--- src/hw/rtl/nrft_pkg.sv ---
// Package for the RMC sentence to FAT timestamp extractor.
// Holds character codes, field constants, scan phase type and digit helpers.
`timescale 1ns / 1ps

package nrft_pkg;

  localparam int unsigned DigitCount = 6;
  localparam int unsigned DigitPosW  = 3;
  localparam int unsigned CommaCntW  = 4;
  localparam int unsigned OffsetW    = 5;
  localparam int unsigned PAddrW     = 3;
  localparam int unsigned PDataW     = 32;

  localparam logic [7:0] AsciiR     = 8'h52;
  localparam logic [7:0] AsciiDot   = 8'h2E;
  localparam logic [7:0] AsciiComma = 8'h2C;
  localparam logic [7:0] AsciiZero  = 8'h30;

  localparam logic [CommaCntW-1:0] SkipCommas  = 4'd8;
  localparam logic [7:0]           YearBias    = 8'd20;
  localparam logic [7:0]           HoursPerDay = 8'd24;
  localparam logic [OffsetW-1:0]   OffsetReset = 5'd5;
  localparam logic [DigitPosW-1:0] DigitLast   = 3'd6;

  localparam logic [PAddrW-1:0] RegUtcOffset = 3'd0;

  typedef enum logic [4:0] {
    PhSeekR     = 5'b00001,
    PhSeekComma = 5'b00010,
    PhTime      = 5'b00100,
    PhSkip      = 5'b01000,
    PhDate      = 5'b10000
  } phase_e;

  typedef logic [3:0] digits_t [DigitCount];

  function automatic logic [3:0] char_digit(input logic [7:0] b);
    logic [7:0] diff;
    diff = b - AsciiZero;
    return diff[3:0];
  endfunction

  function automatic logic [7:0] pair_value(input logic [3:0] hi, input logic [3:0] lo);
    return ({4'b0, hi} * 8'd10) + {4'b0, lo};
  endfunction

endpackage

--- src/hw/rtl/nrft_in_if.sv ---
// Input channel: one sentence byte per transaction with buffer markers.
// Standalone; no package dependency.
`timescale 1ns / 1ps

interface nrft_in_if;
  logic       valid;
  logic       ready;
  logic [7:0] text_byte;
  logic       first_of_buffer;
  logic       last_of_buffer;

  modport source (output valid, output text_byte, output first_of_buffer,
                  output last_of_buffer, input ready);
  modport sink   (input valid, input text_byte, input first_of_buffer,
                  input last_of_buffer, output ready);
endinterface

--- src/hw/rtl/nrft_out_if.sv ---
// Output channel: found flag with packed FAT date and time words.
// Standalone; no package dependency.
`timescale 1ns / 1ps

interface nrft_out_if;
  logic        valid;
  logic        ready;
  logic        found;
  logic [15:0] fat_date;
  logic [15:0] fat_time;

  modport source (output valid, output found, output fat_date, output fat_time,
                  input ready);
  modport sink   (input valid, input found, input fat_date, input fat_time,
                  output ready);
endinterface

--- src/hw/rtl/nmea_rmc_fat_timestamp.sv ---
// Top level: scans RMC sentence bytes and emits a FAT16 date/time transaction.
// Depends on nrft_pkg, nrft_in_if and nrft_out_if.
// Result path: an accepted byte enters the input register, then its result goes to the result register.
// Throughput: one byte per cycle while the result register is free; the scan state updates once per byte.
// Stalls: a result held by the sink blocks the input register and then input ready.
// Reset: clears scan state, digits and both pipeline registers; UTC offset returns to 5.
`timescale 1ns / 1ps

module nmea_rmc_fat_timestamp (
  input  logic                        clk_i,
  input  logic                        rst_ni,
  nrft_in_if.sink                     in_i,
  nrft_out_if.source                  out_o,
  input  logic                        psel,
  input  logic                        penable,
  input  logic                        pwrite,
  input  logic [nrft_pkg::PAddrW-1:0] paddr,
  input  logic [nrft_pkg::PDataW-1:0] pwdata,
  output logic [nrft_pkg::PDataW-1:0] prdata,
  output logic                        pready
);

  logic [nrft_pkg::OffsetW-1:0] offset_q;

  logic       s1_valid_q, s1_valid_d;
  logic [7:0] s1_byte_q;
  logic       s1_first_q;
  logic       s1_last_q;

  nrft_pkg::phase_e                scan_q, scan_d;
  logic [nrft_pkg::CommaCntW-1:0]  comma_q, comma_d;
  logic [nrft_pkg::DigitPosW-1:0]  pos_q, pos_d;
  nrft_pkg::digits_t               time_q, time_d;
  nrft_pkg::digits_t               date_q, date_d;
  logic                            done_q, done_d;

  logic        out_valid_q;
  logic        out_found_q;
  logic [15:0] out_date_q;
  logic [15:0] out_time_q;

  logic        out_free;
  logic        step;
  logic        emit;
  logic        hit;
  logic [15:0] pack_date;
  logic [15:0] pack_time;

  logic [7:0] hour_raw;
  logic [7:0] hour_adj;
  logic [7:0] day_raw;
  logic [7:0] day_adj;
  logic [7:0] year_raw;
  logic [7:0] month_raw;
  logic [7:0] minute_raw;
  logic [7:0] second_raw;

  // Configuration port
  assign pready = 1'b1;
  assign prdata = (paddr == nrft_pkg::RegUtcOffset) ?
                  {{(nrft_pkg::PDataW - nrft_pkg::OffsetW){1'b0}}, offset_q} : '0;

  always_ff @(posedge clk_i or negedge rst_ni) begin
    if (!rst_ni) begin
      offset_q <= nrft_pkg::OffsetReset;
    end else if (psel && penable && pwrite && paddr == nrft_pkg::RegUtcOffset) begin
      offset_q <= pwdata[nrft_pkg::OffsetW-1:0];
    end
  end

  // Handshake
  assign out_free   = !out_valid_q || out_o.ready;
  assign step       = s1_valid_q && out_free;
  assign in_i.ready = out_free || !s1_valid_q;

  always_comb begin
    s1_valid_d = s1_valid_q;
    if (in_i.valid && in_i.ready) begin
      s1_valid_d = 1'b1;
    end else if (out_free) begin
      s1_valid_d = 1'b0;
    end
  end

  always_ff @(posedge clk_i or negedge rst_ni) begin
    if (!rst_ni) begin
      s1_valid_q <= 1'b0;
      s1_byte_q  <= '0;
      s1_first_q <= 1'b0;
      s1_last_q  <= 1'b0;
    end else begin
      s1_valid_q <= s1_valid_d;
      if (in_i.valid && in_i.ready) begin
        s1_byte_q  <= in_i.text_byte;
        s1_first_q <= in_i.first_of_buffer;
        s1_last_q  <= in_i.last_of_buffer;
      end
    end
  end

  // Scan
  always_comb begin
    scan_d  = scan_q;
    comma_d = comma_q;
    pos_d   = pos_q;
    time_d  = time_q;
    date_d  = date_q;
    done_d  = done_q;
    hit     = 1'b0;
    emit    = 1'b0;

    if (s1_first_q) begin
      scan_d  = nrft_pkg::PhSeekR;
      comma_d = '0;
      pos_d   = '0;
      time_d  = '{default: '0};
      date_d  = '{default: '0};
      done_d  = 1'b0;
    end

    if (!done_d) begin
      unique case (scan_d)
        nrft_pkg::PhSeekR: begin
          if (s1_byte_q == nrft_pkg::AsciiR) begin
            scan_d = nrft_pkg::PhSeekComma;
          end
        end
        nrft_pkg::PhSeekComma: begin
          if (s1_byte_q == nrft_pkg::AsciiComma) begin
            scan_d  = nrft_pkg::PhTime;
            pos_d   = '0;
            comma_d = '0;
          end
        end
        nrft_pkg::PhTime: begin
          if (s1_byte_q == nrft_pkg::AsciiComma && comma_d < nrft_pkg::SkipCommas) begin
            comma_d = comma_d + 1'b1;
          end
          if (pos_d != '0 && s1_byte_q == nrft_pkg::AsciiDot) begin
            pos_d  = '0;
            scan_d = (comma_d >= nrft_pkg::SkipCommas) ? nrft_pkg::PhDate : nrft_pkg::PhSkip;
          end else if (pos_d < nrft_pkg::DigitLast) begin
            time_d[pos_d] = nrft_pkg::char_digit(s1_byte_q);
            pos_d         = pos_d + 1'b1;
          end
        end
        nrft_pkg::PhSkip: begin
          if (s1_byte_q == nrft_pkg::AsciiComma) begin
            comma_d = comma_d + 1'b1;
            if (comma_d >= nrft_pkg::SkipCommas) begin
              scan_d = nrft_pkg::PhDate;
              pos_d  = '0;
            end
          end
        end
        nrft_pkg::PhDate: begin
          if (pos_d != '0 && s1_byte_q == nrft_pkg::AsciiComma) begin
            hit = 1'b1;
          end else if (pos_d < nrft_pkg::DigitLast) begin
            date_d[pos_d] = nrft_pkg::char_digit(s1_byte_q);
            pos_d         = pos_d + 1'b1;
          end
        end
        default: begin
          scan_d = nrft_pkg::PhSeekR;
        end
      endcase

      if (hit || s1_last_q) begin
        emit   = 1'b1;
        done_d = 1'b1;
      end
    end
  end

  // Pack
  always_comb begin
    hour_raw   = nrft_pkg::pair_value(time_d[0], time_d[1]);
    minute_raw = nrft_pkg::pair_value(time_d[2], time_d[3]);
    second_raw = nrft_pkg::pair_value(time_d[4], time_d[5]);
    day_raw    = nrft_pkg::pair_value(date_d[0], date_d[1]);
    month_raw  = nrft_pkg::pair_value(date_d[2], date_d[3]);
    year_raw   = nrft_pkg::pair_value(date_d[4], date_d[5]) + nrft_pkg::YearBias;
    if (hour_raw >= {3'b0, offset_q}) begin
      hour_adj = hour_raw - {3'b0, offset_q};
      day_adj  = day_raw;
    end else begin
      hour_adj = hour_raw + nrft_pkg::HoursPerDay - {3'b0, offset_q};
      day_adj  = day_raw - 8'd1;
    end
    pack_date = {year_raw[6:0], month_raw[3:0], day_adj[4:0]};
    pack_time = {hour_adj[4:0], minute_raw[5:0], second_raw[5:1]};
  end

  always_ff @(posedge clk_i or negedge rst_ni) begin
    if (!rst_ni) begin
      scan_q  <= nrft_pkg::PhSeekR;
      comma_q <= '0;
      pos_q   <= '0;
      time_q  <= '{default: '0};
      date_q  <= '{default: '0};
      done_q  <= 1'b0;
    end else if (step) begin
      scan_q  <= scan_d;
      comma_q <= comma_d;
      pos_q   <= pos_d;
      time_q  <= time_d;
      date_q  <= date_d;
      done_q  <= done_d;
    end
  end

  // Result register
  always_ff @(posedge clk_i or negedge rst_ni) begin
    if (!rst_ni) begin
      out_valid_q <= 1'b0;
      out_found_q <= 1'b0;
      out_date_q  <= '0;
      out_time_q  <= '0;
    end else if (out_free) begin
      out_valid_q <= s1_valid_q && emit;
      out_found_q <= hit;
      out_date_q  <= hit ? pack_date : 16'h0000;
      out_time_q  <= hit ? pack_time : 16'h0000;
    end
  end

  assign out_o.valid    = out_valid_q;
  assign out_o.found    = out_found_q;
  assign out_o.fat_date = out_date_q;
  assign out_o.fat_time = out_time_q;

endmodule
--- src/flat_wrapper.sv ---
// flat-port wrapper written by rule: the top's interface ports become plain ports
module nmea_rmc_fat_timestamp_flat 
  (clk_i, rst_ni, psel, penable, pwrite, paddr, pwdata, prdata, pready, in_i_valid, in_i_text_byte, in_i_first_of_buffer, in_i_last_of_buffer, in_i_ready, out_o_valid, out_o_found, out_o_fat_date, out_o_fat_time, out_o_ready);
  nrft_in_if in_i_i ();
  nrft_out_if out_o_i ();
  input  logic clk_i;
  input  logic rst_ni;
  input  logic psel;
  input  logic penable;
  input  logic pwrite;
  input  logic [nrft_pkg::PAddrW-1:0] paddr;
  input  logic [nrft_pkg::PDataW-1:0] pwdata;
  output logic [nrft_pkg::PDataW-1:0] prdata;
  output logic pready;
  input wire logic [$bits(in_i_i.valid)-1:0] in_i_valid;
  input wire logic [$bits(in_i_i.text_byte)-1:0] in_i_text_byte;
  input wire logic [$bits(in_i_i.first_of_buffer)-1:0] in_i_first_of_buffer;
  input wire logic [$bits(in_i_i.last_of_buffer)-1:0] in_i_last_of_buffer;
  output wire logic [$bits(in_i_i.ready)-1:0] in_i_ready;
  output wire logic [$bits(out_o_i.valid)-1:0] out_o_valid;
  output wire logic [$bits(out_o_i.found)-1:0] out_o_found;
  output wire logic [$bits(out_o_i.fat_date)-1:0] out_o_fat_date;
  output wire logic [$bits(out_o_i.fat_time)-1:0] out_o_fat_time;
  input wire logic [$bits(out_o_i.ready)-1:0] out_o_ready;
  assign in_i_i.valid = in_i_valid;
  assign in_i_i.text_byte = in_i_text_byte;
  assign in_i_i.first_of_buffer = in_i_first_of_buffer;
  assign in_i_i.last_of_buffer = in_i_last_of_buffer;
  assign in_i_ready = in_i_i.ready;
  assign out_o_valid = out_o_i.valid;
  assign out_o_found = out_o_i.found;
  assign out_o_fat_date = out_o_i.fat_date;
  assign out_o_fat_time = out_o_i.fat_time;
  assign out_o_i.ready = out_o_ready;
  nmea_rmc_fat_timestamp u_core (.clk_i(clk_i), .rst_ni(rst_ni), .in_i(in_i_i), .out_o(out_o_i), .psel(psel), .penable(penable), .pwrite(pwrite), .paddr(paddr), .pwdata(pwdata), .prdata(prdata), .pready(pready));
endmodule
--- config.mk ---
export PLATFORM = sky130hd
export DESIGN_NAME = nmea_rmc_fat_timestamp_flat
export DESIGN_NICKNAME = d
export VERILOG_FILES = /design/src/hw/rtl/nrft_pkg.sv /design/src/hw/rtl/nrft_in_if.sv /design/src/hw/rtl/nrft_out_if.sv /design/src/hw/rtl/nmea_rmc_fat_timestamp.sv /design/src/flat_wrapper.sv
export SDC_FILE = /design/constraint.sdc
export NUM_CORES = 1
export LEC_CHECK = 0
export BUFFER_PORTS_ARGS = -buffer_cell sky130_fd_sc_hd__buf_4
export CORE_AREA = 2 2 161 163
export CTS_CLUSTER_DIAMETER = 30
export CTS_CLUSTER_SIZE = 20
export DETAILED_ROUTE_END_ITERATION = 6
export DIE_AREA = 0 0 163 165
export GPL_TIMING_DRIVEN = 0
export PLACE_DENSITY_LB_ADDON = 0.1
export SKIP_LAST_GASP = 1
export SYNTH_ARGS = -nofsm -noshare
export SYNTH_HDL_FRONTEND = slang
export SYNTH_SLANG_ARGS = --single-unit
--- constraint.sdc ---
create_clock -name clk_i -period 6.33 [get_ports clk_i]
set_clock_uncertainty 0.15 [all_clocks]
set_input_delay 0.3165 -clock clk_i [delete_from_list [all_inputs] [get_ports clk_i]]
set_output_delay 0.3165 -clock clk_i [all_outputs]
set_load 0.05 [all_outputs]
# Word-level counts from Yosys, hierarchy flattened
# Cells that the tools add are included.
[word_totals]
regBits = 111
inputBits = 52
out_inout_bits = 68
wordCells = 134
[classes]
n_addsub = 14
n_mul = 6
order_cmp = 7
n_eq_ne = 8
muxes = 55
bitwise_logic = 1
n_reduce_logical = 18
[ops]
columns = ["op", "n"]
rows = [
  ["2-to-1 mux 24 bit", 10],
  ["2-to-1 mux 5 bit", 11],
  ["bitwise mux 24 bit", 2],
  ["2-to-1 mux 16 bit", 2],
  ["2-to-1 mux 4 bit", 8],
  ["case mux 5 bit (5 select lines)", 1],
  ["2-to-1 mux 3 bit", 8],
  ["equality test 8 x 6 -> 1 bit (second input constant)", 2],
  ["adder 6 x 4 -> 6 bit", 2],
  ["demux 4 bit (select 3 bit)", 1],
  [">= comparator 4 bit (second input constant)", 3],
  ["case mux 3 bit (4 select lines)", 1],
  ["case mux 4 bit (3 select lines)", 1],
  ["logical AND 1 bit", 10],
  ["multiplier 4 x 3 -> 5 bit (second input constant)", 2],
  ["2-to-1 mux 1 bit", 10],
  ["subtractor 5 bit", 2],
  ["adder 8 x 4 -> 8 bit", 1],
  ["equality test 8 x 7 -> 1 bit (second input constant)", 1],
  [">= comparator 8 x 5 -> 1 bit", 1],
  ["adder 7 x 4 -> 7 bit", 1],
  ["adder 7 x 5 -> 7 bit (second input constant)", 1],
  ["multiplier 4 x 3 -> 7 bit (second input constant)", 1],
  ["multiplier 4 x 3 -> 6 bit (second input constant)", 1],
  ["23 further kinds", 26],
]

# Longest topological paths before layout
# Gate-level depths: netlist (run 1).
[depth]
ltp_word = 17
mapped_depth = 20
depth_no_buf = 18

# Worst setup path after synthesis (run 1)
# OpenSTA, ideal clock, no wires.
[synth_path]
kind = "flip-flop to flip-flop"
from = "register u_core.s1_first_q"
to = "register u_core.out_date_q[2], in the netlist u_core.out_o.fat_date[2]"
t_arrival_ns = 4.223
t_required_ns = 6.113
path_slack_ns = 1.890
path_stages_with_launch = 19
path_buffers = 2
synth_period_minus_slack_ns = 4.440
path_cell_list = "dfrtp_1 > buf_2 > or3_1 > nor3_2 > nand3_1 > mux2_2 > ha_1 > fa_1 > xor2_1 > ha_1 > nand2_1 > o21ai_0 > a21oi_1 > nand3_1 > a2111oi_1 > a32o_1 > buf_6 > mux2_1 > nand2_1"
[synth_rtl]
columns = ["item", "line", "source"]
rows = [
  ["from (decl)", "nmea_rmc_fat_timestamp.sv:27", "logic s1_first_q;"],
  ["from (signal assigned)", "nmea_rmc_fat_timestamp.sv:95", "s1_first_q <= in_i.first_of_buffer;"],
  ["to (signal assigned)", "nmea_rmc_fat_timestamp.sv:223", "out_date_q <= hit ? pack_date : 16'h0000;"],
  ["to (decl)", "nmea_rmc_fat_timestamp.sv:39", "logic [15:0] out_date_q;"],
]

==> impl_metrics.py, run 1 <==
metrics = {
    "global_route": {
        "grt_overflow": 0,
        "grt_pass1_wl_um": 33900,
        "grt_max_degree": 71,
        "grt_use_total_pct": 16.6,
        "grt_antenna_before_repair": 0,
        "grt_pass1_vias": 5836,
    },
    "route": {
        "via_count": 5894,
        "drt_wl_total_um": 21300,
        "first_pass_iters": 5,
        "first_iter_violations": 309,
        "drt_drc_violations_left": 0,
        "ant_nets": 0,
        "via_per_inst": 4.78,
        "wl_per_cell_um": 17.3,
    },
    "run_status": {
        "status": "complete, no violations",
    },
    "clock_tree": {
        "cts_hold_buffers": 2,
        "post_cts_buffers": 0,
        "clk_latency_ns": 0.37,
        "clk_pin_slew_ns": 0.08,
        "clk_path_buf_depth": 2,
        "htreeDepth": 3,
        "numCtsBuffers": 9,
        "cts_resized": 0,
        "cts_tree": "built",
        "clock-sinks": 109,
        "clockRootBuffer": "clkbuf_16",
    },
    "power": {
        "switchingPower_uw": 681,
        "internal-power_uw": 1170,
        "p_per_area_mw_per_mm2": 212,
        "p_seq_share_pct": 41.8,
        "clkPwrFrac_pct": 30.0,
        "share_comb_of_total_power_pct": 28.2,
        "p_sw_share_pct": 36.7,
        "vdd_drop_max_uv": 135,
        "leakagePower_uw": 0.00416,
    },
    "critical_path": {
        "required_ns": 6.41,
        "crit_arrival_ns": 5.67,
        "ff2ff_path_depth": 18,
        "path_max_fanout": 10,
        "worst_setup_path_start_kind": "register",
        "worst_setup_path_end_kind": "register",
        "critical_path_class": "register to register",
    },
    "finish": {
        "fin_util_pct": 34.9,
        "final_nets": 1010,
        "drive_above_1_share_pct": 18.0,
        "layout_commonest_cell": "nand2_1",
        "insertedDiodeCount": 0,
        "area_growth_pct": 17.7,
        "final_cell_mix": "110 x nand2_1, 106 x dfrtp_1, 93 x buf_4, 73 x o21ai_0, 48 x ha_1",
    },
    "logic_synthesis": {
        "ys.warnings.count": 0,
        "synth_cells": 795,
        "synth_flop_cell": "dfrtp_1",
        "synth_seq_area_share_pct": 36.8,
        "synth_area_mm2": 0.00743,
        "ys_seq_elements": 109,
        "async_flop_share_pct": 100,
        "syn_area_per_cell_um2": 9.35,
        "synth_edf_count": 0,
        "synth_cell_type_count": 70,
    },
    "sta": {
        "setup_viol": 0,
        "worst_slew_pin_slew_ns": 0.875,
        "maxSlewHeadroom_pct": 41.2,
        "finalHoldViolCount": 0,
        "fmax_mhz": 179,
        "period_needed_ns": 5.59,
        "finalMaxSlewViolations": 0,
        "rsz0062_at_grt": "no",
        "min_period_over_period_pct": 88.4,
        "setup_tns_ns": 0,
    },
    "die": {
        "num_io_pins": 120,
        "die-area_mm2": 0.0269,
        "core_mm2": 0.0250,
        "start_util_pct": 29.7,
        "die_w_um": 163,
        "die_y_um": 165,
        "rows": 58,
    },
    "min_path": {
        "hold_depth": 3,
        "hp-class": "input pin to register",
    },
    "run": {
        "drv_cap": 0,
    },
    "place": {
        "place.detailed.hpwl_um": 15600,
        "port_buffers": 64,
        "place_congestion": 0.796,
    },
}
[final timing paths]
check | startpoint | endpoint | slack [ns]
worst max-delay path | u_core.s1_first_q | u_core.out_o.fat_time[15] | 0.74
worst min-delay path | pwdata[4] | u_core.offset_q[4] | 0.01
worst max register to register | u_core.s1_first_q | u_core.out_o.fat_time[15] | 0.74
worst min register to register | u_core.time_q[23] | u_core.time_q[23] | 0.32
max in group asynchronous | rst_ni | u_core.offset_q[2] | 4.99
min in group asynchronous | rst_ni | u_core.time_q[13] | 0.30
[Yosys cell counts, types with 8 or more instances]
| cell | number | area share, % |
|---|---|---|
| inv_1 | 30 | 1.5 |
| nand2_1 | 110 | 5.6 |
| o21ai_0 | 73 | 4.9 |
| xnor2_1 | 20 | 2.4 |
| xor2_1 | 13 | 1.5 |
| nor3_1 | 8 | 0.54 |
| mux2_2 | 18 | 2.7 |
| nor2b_1 | 26 | 2.2 |
| dfrtp_1 | 106 | 36 |
| nand3_1 | 14 | 0.94 |
| nor2_1 | 22 | 1.1 |
| mux2i_1 | 14 | 1.9 |
| a21oi_1 | 33 | 2.2 |
| and2_1 | 11 | 0.93 |
| ha_1 | 48 | 8.1 |
| buf_4 | 30 | 3.0 |
| clkbuf_1 | 32 | 1.6 |
| fa_1 | 11 | 3.0 |
| a22o_1 | 28 | 3.3 |
| nand2b_1 | 30 | 2.5 |
| a32o_1 | 13 | 1.8 |
[final cells by class]
cell class                 instances  area (um2)
clock buffer                      10         229
fill                            2631       16300
buffer                            70         390
timing repair buffer              67         532
sequential                       109        2730
multi-input combinational        611        4290
clock inverter                     6        46.3
tap                              330         413
inverter                          31         116
[power groups by stage]
stage	Combinational [uW]	Clock (uW)	Sequential (uW)
floorplan	356	0	786
global placement	526	0	788
detailed placement	528	0	789
CTS	530	577	775
global route	581	606	782
finish	523	557	775
[critical path, cell delays in order (launching register included)]
cell,delay (ns)
dfrtp_1,0.57
buf_2,0.40
clkbuf_1,0.52
clkbuf_1,0.59
nor2b_1,0.10
mux2_2,0.33
ha_1,0.23
fa_1,0.41
xor2_1,0.25
ha_1,0.35
nand2_1,0.09
o21ai_0,0.07
a21oi_1,0.18
nand3_1,0.10
a2111oi_1,0.41
a32o_1,0.21
buf_6,0.16
mux2i_1,0.26
o21ai_1,0.08
[metrics by stage]
| step | setup slack (ns) | instances | instance area [um2] | hold slack, ns | power [uW] |
|---|---|---|---|---|---|
| final | 0.736 | 1234 | 8750 | 0.0125 | 1860 |
| after global routing | 0.221 | 1234 | 8750 | 0.0246 | 1970 |
| after CTS | 0.630 | 1234 | 8750 | 0.00652 | 1880 |
| after detailed placement | 0.680 | 1216 | 8450 | 0.127 | 1320 |
| after global placement | 0.649 | 1215 | 8420 | 0.301 | 1310 |
| after floorplan | 1.89 | 821 | 7530 | -0.129 | 1140 |
[per-layer routing]
| layer | global-route usage, % | routed length, um | vias to the layer above |
|---|---|---|---|
| met5 | 0 | 0 | - |
| met4 | 3.54 | 225 | 0 |
| met3 | 2.13 | 692 | 16 |
| met2 | 27.6 | 10100 | 119 |
| met1 | 23.1 | 10300 | 2830 |
| li1 | - | - | 2929 |
[kinds of logic after synthesis]
kind of cell	count (synthesis)	synth area share [%]
XOR/XNOR	33	3.89
other	2	0.101
flip-flops	109	36.8
AO/OA/AOI/OAI	188	16.6
buffers and inverters	101	6.82
AND/OR/NAND/NOR	268	19.5
multiplexers	35	5.27
adder cells (fa/ha/maj)	59	11.0
[state kept, by name (all words and copies together), names as in the netlist]
name	flops
u_core.date_q	23
u_core.time_q	23
u_core.out_o.fat_date	16
u_core.out_o.fat_time	16
u_core.s1_byte_q	8
u_core.offset_q	5
u_core.scan_q	5
u_core.comma_q	4
u_core.pos_q	3
u_core.done_q	1
u_core.out_o.found	1
u_core.out_o.valid	1
u_core.s1_first_q	1
u_core.s1_last_q	1
u_core.s1_valid_q	1
Note: power is estimated with default switching activity, not from simulation.
==> run 2: changes to the inputs <==
--- a/config.mk
+++ b/config.mk
@@ -5,7 +5,7 @@
 export SDC_FILE = /design/constraint.sdc
 export NUM_CORES = 1
 export LEC_CHECK = 0
-export BUFFER_PORTS_ARGS = -buffer_cell sky130_fd_sc_hd__buf_4
+export BUFFER_PORTS_ARGS = -buffer_cell sky130_fd_sc_hd__buf_2
 export CORE_AREA = 2 2 161 163
 export CTS_CLUSTER_DIAMETER = 30
 export CTS_CLUSTER_SIZE = 20
==> constraint.sdc (replaced) <==
create_clock -name clk_i -period 6.33 [get_ports clk_i]
set_clock_uncertainty 0.15 [all_clocks]
set_input_delay 0.633 -clock clk_i [delete_from_list [all_inputs] [get_ports clk_i]]
set_output_delay 0.633 -clock clk_i [all_outputs]
set_load 0.05 [all_outputs]
==> impl_metrics.py, run 2 (same netlist as run 1, synthesis figures left out) <==
metrics = {
    "global_route": {
        "top_usage_layer": "met2",
        "grt_antenna_before_repair": 0,
        "grt_use_total_pct": 16.5,
        "grt_max_degree": 80,
        "grt_overflow": 0,
        "use_met3_pct": 2.36,
        "grt_pass1_vias": 5763,
        "use_met2_pct": 27.2,
        "globalRouteMet1Util_pct": 22.8,
        "grt_pass1_wl_um": 33600,
    },
    "clock_tree": {
        "cts_resized": 0,
        "clk_pin_slew_ns": 0.08,
        "numCtsBuffers": 9,
        "cts_hold_buffers": 0,
        "post_cts_buffers": 0,
        "cts_tree": "built",
        "clk_path_buf_depth": 2,
        "htreeDepth": 3,
        "clk_latency_ns": 0.36,
        "clockRootBuffer": "clkbuf_16",
        "clock-sinks": 109,
    },
    "route": {
        "drt_drc_violations_left": 0,
        "wl_per_cell_um": 17.2,
        "ant_nets": 0,
        "drt_wl_total_um": 21200,
        "first_iter_violations": 238,
        "via_count": 5883,
        "first_pass_iters": 4,
        "via_per_inst": 4.78,
    },
    "power": {
        "power_uw": 1850,
        "leakagePower_uw": 0.00413,
        "vdd_drop_max_uv": 111,
        "p_per_area_mw_per_mm2": 216,
    },
    "finish": {
        "seq_area_mm2": 0.00273,
        "final_cell_mix": "110 x nand2_1, 106 x dfrtp_1, 73 x o21ai_0, 69 x buf_2, 48 x ha_1",
        "fin_util_pct": 34.2,
        "final_nets": 1008,
        "fin_cells": 1232,
        "insertedDiodeCount": 0,
        "drive_above_1_share_pct": 18.1,
        "layout_commonest_cell": "nand2_1",
        "reg_top3": "u_core.date_q (23), u_core.time_q (23)",
        "multi_input_area_mm2": 0.00429,
        "nFillCells": 2668,
        "area_growth_pct": 15.3,
    },
    "sta": {
        "setup_viol": 0,
        "setup_tns_ns": 0,
        "worst_slew_pin_slew_ns": 0.871,
        "finalHoldViolCount": 1,
        "fmax_mhz": 181,
        "finalMaxSlewViolations": 0,
        "setup_ws_ns": 0.800,
        "rsz0062_at_grt": "no",
        "hold_ws_ns": -0.00207,
        "min_period_over_period_pct": 87.4,
        "maxSlewHeadroom_pct": 41.5,
        "period_needed_ns": 5.53,
    },
    "critical_path": {
        "worst_setup_path_start_kind": "register",
        "critical_path_class": "register to register",
        "crit_arrival_ns": 5.61,
        "required_ns": 6.41,
        "worst_setup_path_end_kind": "register",
        "path_max_fanout": 10,
    },
    "place": {
        "dp.cells": 1216,
        "port_buffers": 64,
        "dp_slack_ns": 0.715,
        "place.detailed.hpwl_um": 15400,
        "place_congestion": 0.805,
    },
    "die": {
        "core_mm2": 0.0250,
        "die_w_um": 163,
        "rows": 58,
        "start_util_pct": 29.7,
        "num_io_pins": 120,
        "die-area_mm2": 0.0269,
        "die_y_um": 165,
    },
    "run": {
        "drv_cap": 0,
    },
    "run_status": {
        "violations": "hold timing",
        "status": "finished with violations",
    },
    "min_path": {
        "hp-class": "input pin to asynchronous set/reset pin",
    },
}
## run 2: changes by cell type in the layout (fill, tap and decap cells not counted), sizes merged
| cell | change |
|---|---|
| dlygate4sd3 | -2 |
## run 2: where the power goes
part / switching, uW / internal (uW)
clock: 286 / 271
combinational: 359 / 158
sequential: 37.1 / 739
total: 682 / 1170
## run 2: final cells by class
cell class	instances	area share (%)
Inverter	31	1.36
Buffer	70	4.55
Sequential cell	109	31.9
Clock buffer	10	2.67
Tap cell	330	4.82
Clock inverter	6	0.540
Timing Repair Buffer	65	4.13
Multi-Input combinational cell	611	50.1
## run 2: routing by layer
metal  up-vias  part of all wire (%)  wire (um)
li1       2941                     -          -
met1      2840                    49      10400
met2        92                    47      10000
met3        10                   2.7        567
met4         0                   1.0        211
met5         -                     0          0
## run 2: through the flow
| step | area, um2 | hold slack, ns |
|---|---|---|
| finish | 8570 | -0.00207 |
| detailed placement | 8300 | 0.304 |
| CTS | 8570 | 0.00999 |
| global placement | 8260 | 0.301 |
| global route | 8570 | 0.0181 |
| floorplan | 7530 | 0.187 |
## run 2: path summary, 6_finish.rpt
check                                        from                   endpoint  slack [ns]  cells past startpoint
max in group asynchronous                  rst_ni         u_core.offset_q[2]        5.28                      2
worst max register to register  u_core.s1_first_q  u_core.out_o.fat_time[15]        0.80                     17
worst min register to register  u_core.time_q[18]          u_core.time_q[18]        0.32                      2
worst min-delay path                       rst_ni          u_core.comma_q[1]      -0.002                      1
min in group clk_i                      pwdata[3]         u_core.offset_q[3]        0.32                      3
worst max-delay path            u_core.s1_first_q  u_core.out_o.fat_time[15]        0.80                     17
## run 2: worst max-delay path, cell delays in order, from the launching register on
cell and delay [ns]:
dfrtp_1 0.55, buf_2 0.39, clkbuf_1 0.53, clkbuf_1 0.53
nor2b_1 0.10, mux2_2 0.33, ha_1 0.31, ha_1 0.32
a21oi_1 0.28, xnor2_1 0.20, ha_1 0.30, a21oi_1 0.17
nand3_1 0.09, a2111oi_1 0.40, a32o_1 0.21, buf_6 0.16
mux2i_1 0.28, o21ai_1 0.08
==> run 3: changes to the inputs <==
--- a/config.mk
+++ b/config.mk
@@ -6,11 +6,11 @@
 export NUM_CORES = 1
 export LEC_CHECK = 0
 export BUFFER_PORTS_ARGS = -buffer_cell sky130_fd_sc_hd__buf_2
-export CORE_AREA = 2 2 161 163
+export CORE_AREA = 2 2 168 186
 export CTS_CLUSTER_DIAMETER = 30
 export CTS_CLUSTER_SIZE = 20
 export DETAILED_ROUTE_END_ITERATION = 6
-export DIE_AREA = 0 0 163 165
+export DIE_AREA = 0 0 170 188
 export GPL_TIMING_DRIVEN = 0
 export PLACE_DENSITY_LB_ADDON = 0.1
 export SKIP_LAST_GASP = 1
==> constraint.sdc (replaced) <==
create_clock -name clk_i -period 6.33 [get_ports clk_i]
set_clock_uncertainty 0.15 [all_clocks]
set_input_delay 0.9495 -clock clk_i [delete_from_list [all_inputs] [get_ports clk_i]]
set_output_delay 0.9495 -clock clk_i [all_outputs]
set_load 0.05 [all_outputs]
==> impl_metrics.py, run 3 (same netlist as run 1, synthesis figures left out) <==
metrics = {
    "global_route": {
        "grt_pass1_wl_um": 36600,
        "grt_antenna_before_repair": 0,
        "grt_use_total_pct": 15.2,
        "grt_pass1_vias": 6182,
        "grt_overflow": 0,
        "grt_max_degree": 77,
    },
    "critical_path": {
        "worst_setup_path_start_kind": "register",
        "cp_cell_sequence": "buf_2 > clkbuf_1 > clkbuf_1 > nor2b_1 > mux2_2 > ha_1 > ha_1 > a21oi_1 > xnor2_1 > ha_1 > a21oi_1 > nand3_1 > a2111oi_1 > a32o_1 > buf_6 > mux2i_1 > a22o_1",
        "worst_setup_path_end_kind": "register",
        "crit_arrival_ns": 5.85,
        "cpMostUsedCell": "ha_1",
        "worst_path_max_delay_cell": "clkbuf_1",
        "ff2ff_path_depth": 17,
        "r2r_end": "u_core.out_o.fat_date[1]",
        "path_max_fanout": 10,
        "r2r_slack_ns": 0.66,
        "critical_path_class": "register to register",
        "required_ns": 6.50,
        "max_stage_delay_ns": 0.60,
        "r2r-start": "u_core.s1_first_q",
    },
    "sta": {
        "fmax_mhz": 176,
        "rsz0062_at_grt": "no",
        "setup_ws_ns": 0.656,
        "worst_slew_pin_slew_ns": 0.902,
        "setup_viol": 0,
        "maxSlewHeadroom_pct": 39.4,
        "setup_tns_ns": 0,
        "min_period_over_period_pct": 89.6,
        "period_needed_ns": 5.67,
        "finalHoldViolCount": 0,
        "finalMaxSlewViolations": 0,
        "hold_ws_ns": 0.309,
    },
    "finish": {
        "nFillCells": 3268,
        "fin_cells": 1281,
        "multi_input_area_mm2": 0.00429,
        "final_cell_mix": "110 x nand2_1, 106 x dfrtp_1, 73 x o21ai_0, 69 x buf_2, 48 x ha_1",
        "reg_top3": "u_core.date_q (23), u_core.time_q (23)",
        "layout_commonest_cell": "nand2_1",
        "final_nets": 1008,
        "area_growth_pct": 16.8,
        "insertedDiodeCount": 0,
        "drive_above_1_share_pct": 18.2,
        "seq_area_mm2": 0.00273,
    },
    "clock_tree": {
        "post_cts_buffers": 0,
        "cts_resized": 0,
        "htreeDepth": 3,
        "clk_latency_ns": 0.38,
        "cts_hold_buffers": 0,
        "cts_tree": "built",
        "clk_path_buf_depth": 2,
        "clockRootBuffer": "clkbuf_16",
        "clk_pin_slew_ns": 0.10,
        "clock-sinks": 109,
        "numCtsBuffers": 9,
    },
    "min_path": {
        "hp-class": "input pin to asynchronous set/reset pin",
    },
    "run": {
        "drv_cap": 0,
    },
    "die": {
        "die-area_mm2": 0.0320,
        "die_y_um": 188,
        "core_mm2": 0.0302,
        "rows": 67,
        "num_io_pins": 120,
        "die_w_um": 170,
        "start_util_pct": 24.6,
    },
    "power": {
        "share_comb_of_total_power_pct": 26.9,
        "switchingPower_uw": 730,
        "leakagePower_uw": 0.00416,
        "p_sw_share_pct": 37.5,
        "vdd_drop_max_uv": 114,
        "p_per_area_mw_per_mm2": 225,
        "internal-power_uw": 1220,
        "p_seq_share_pct": 39.9,
        "clkPwrFrac_pct": 33.2,
    },
    "route": {
        "wl_per_cell_um": 17.9,
        "via_count": 5882,
        "ant_nets": 0,
        "drt_drc_violations_left": 0,
        "drt_wl_total_um": 23000,
        "first_iter_violations": 276,
        "via_per_inst": 4.59,
        "first_pass_iters": 6,
    },
    "place": {
        "port_buffers": 64,
        "place_congestion": 0.820,
        "dp.cells": 1265,
        "dp_slack_ns": 0.508,
        "place.detailed.hpwl_um": 16500,
    },
    "run_status": {
        "status": "complete, no violations",
    },
}
==> run 3: worst max path at each step <==
stage          slack (ns)         startpoint  cells after the start                  endpoint
2_1_floorplan        1.89  u_core.s1_first_q                     18  u_core.out_o.fat_date[2]
3_3_place_gp         0.52  u_core.s1_first_q                     17  u_core.out_o.fat_date[1]
3_5_place_dp         0.51  u_core.s1_first_q                     17  u_core.out_o.fat_date[1]
4_1_cts              0.51  u_core.s1_first_q                     17  u_core.out_o.fat_date[1]
5_1_grt              0.26  u_core.s1_first_q                     18  u_core.out_o.fat_date[1]
6_report             0.66  u_core.s1_first_q                     17  u_core.out_o.fat_date[1]
==> run 3: worst max-delay path, delay by kind of cell (launching register included) <==
| family | cells | cell delay (ns) |
|---|---|---|
| buffers and inverters | 4 | 1.76 |
| XOR/XNOR | 1 | 0.20 |
| AND/OR/NAND/NOR | 2 | 0.19 |
| flip-flops | 1 | 0.57 |
| multiplexers | 2 | 0.59 |
| AO/OA/AOI/OAI | 5 | 1.22 |
| adder cells (fa/ha/maj) | 3 | 0.93 |
==> run 3: power by group through the flow <==
| stage | registers [uW] | clock network (uW) | logic, uW |
|---|---|---|---|
| floorplan | 786 | 0 | 356 |
| global placement | 792 | 0 | 533 |
| detailed placement | 791 | 0 | 535 |
| CTS | 778 | 677 | 537 |
| global route | 786 | 698 | 588 |
| finish | 778 | 647 | 524 |
==> run 3: metal layers <==
layer,part of all wire (%),routed length [um],vias up,GRT usage (%)
met3,2.9,659,20,2.07
met5,0,0,-,0
li1,-,-,2928,-
met1,47,10700,2820,19.9
met4,1.4,327,0,4.11
met2,49,11300,114,26.1
==> run 3: per-stage QoR <==
step / area [um2] / total power [uW] / util, %
final: 8680 / 1950 / 28.8
after global routing: 8680 / 2070 / 28.8
after CTS: 8680 / 1990 / 28.8
after detailed placement: 8360 / 1330 / 27.7
after global placement: 8320 / 1320 / 27.6
after floorplan: 7530 / 1140 / -
==> run 3: area by class of cell <==
| class | count | area share [%] |
|---|---|---|
| buffer | 70 | 4.50 |
| clock buffer | 9 | 2.59 |
| clock inverter | 7 | 1.12 |
| inverter | 31 | 1.34 |
| multi-input combinational | 611 | 49.4 |
| sequential | 109 | 31.5 |
| tap | 379 | 5.46 |
| timing repair buffer | 65 | 4.08 |
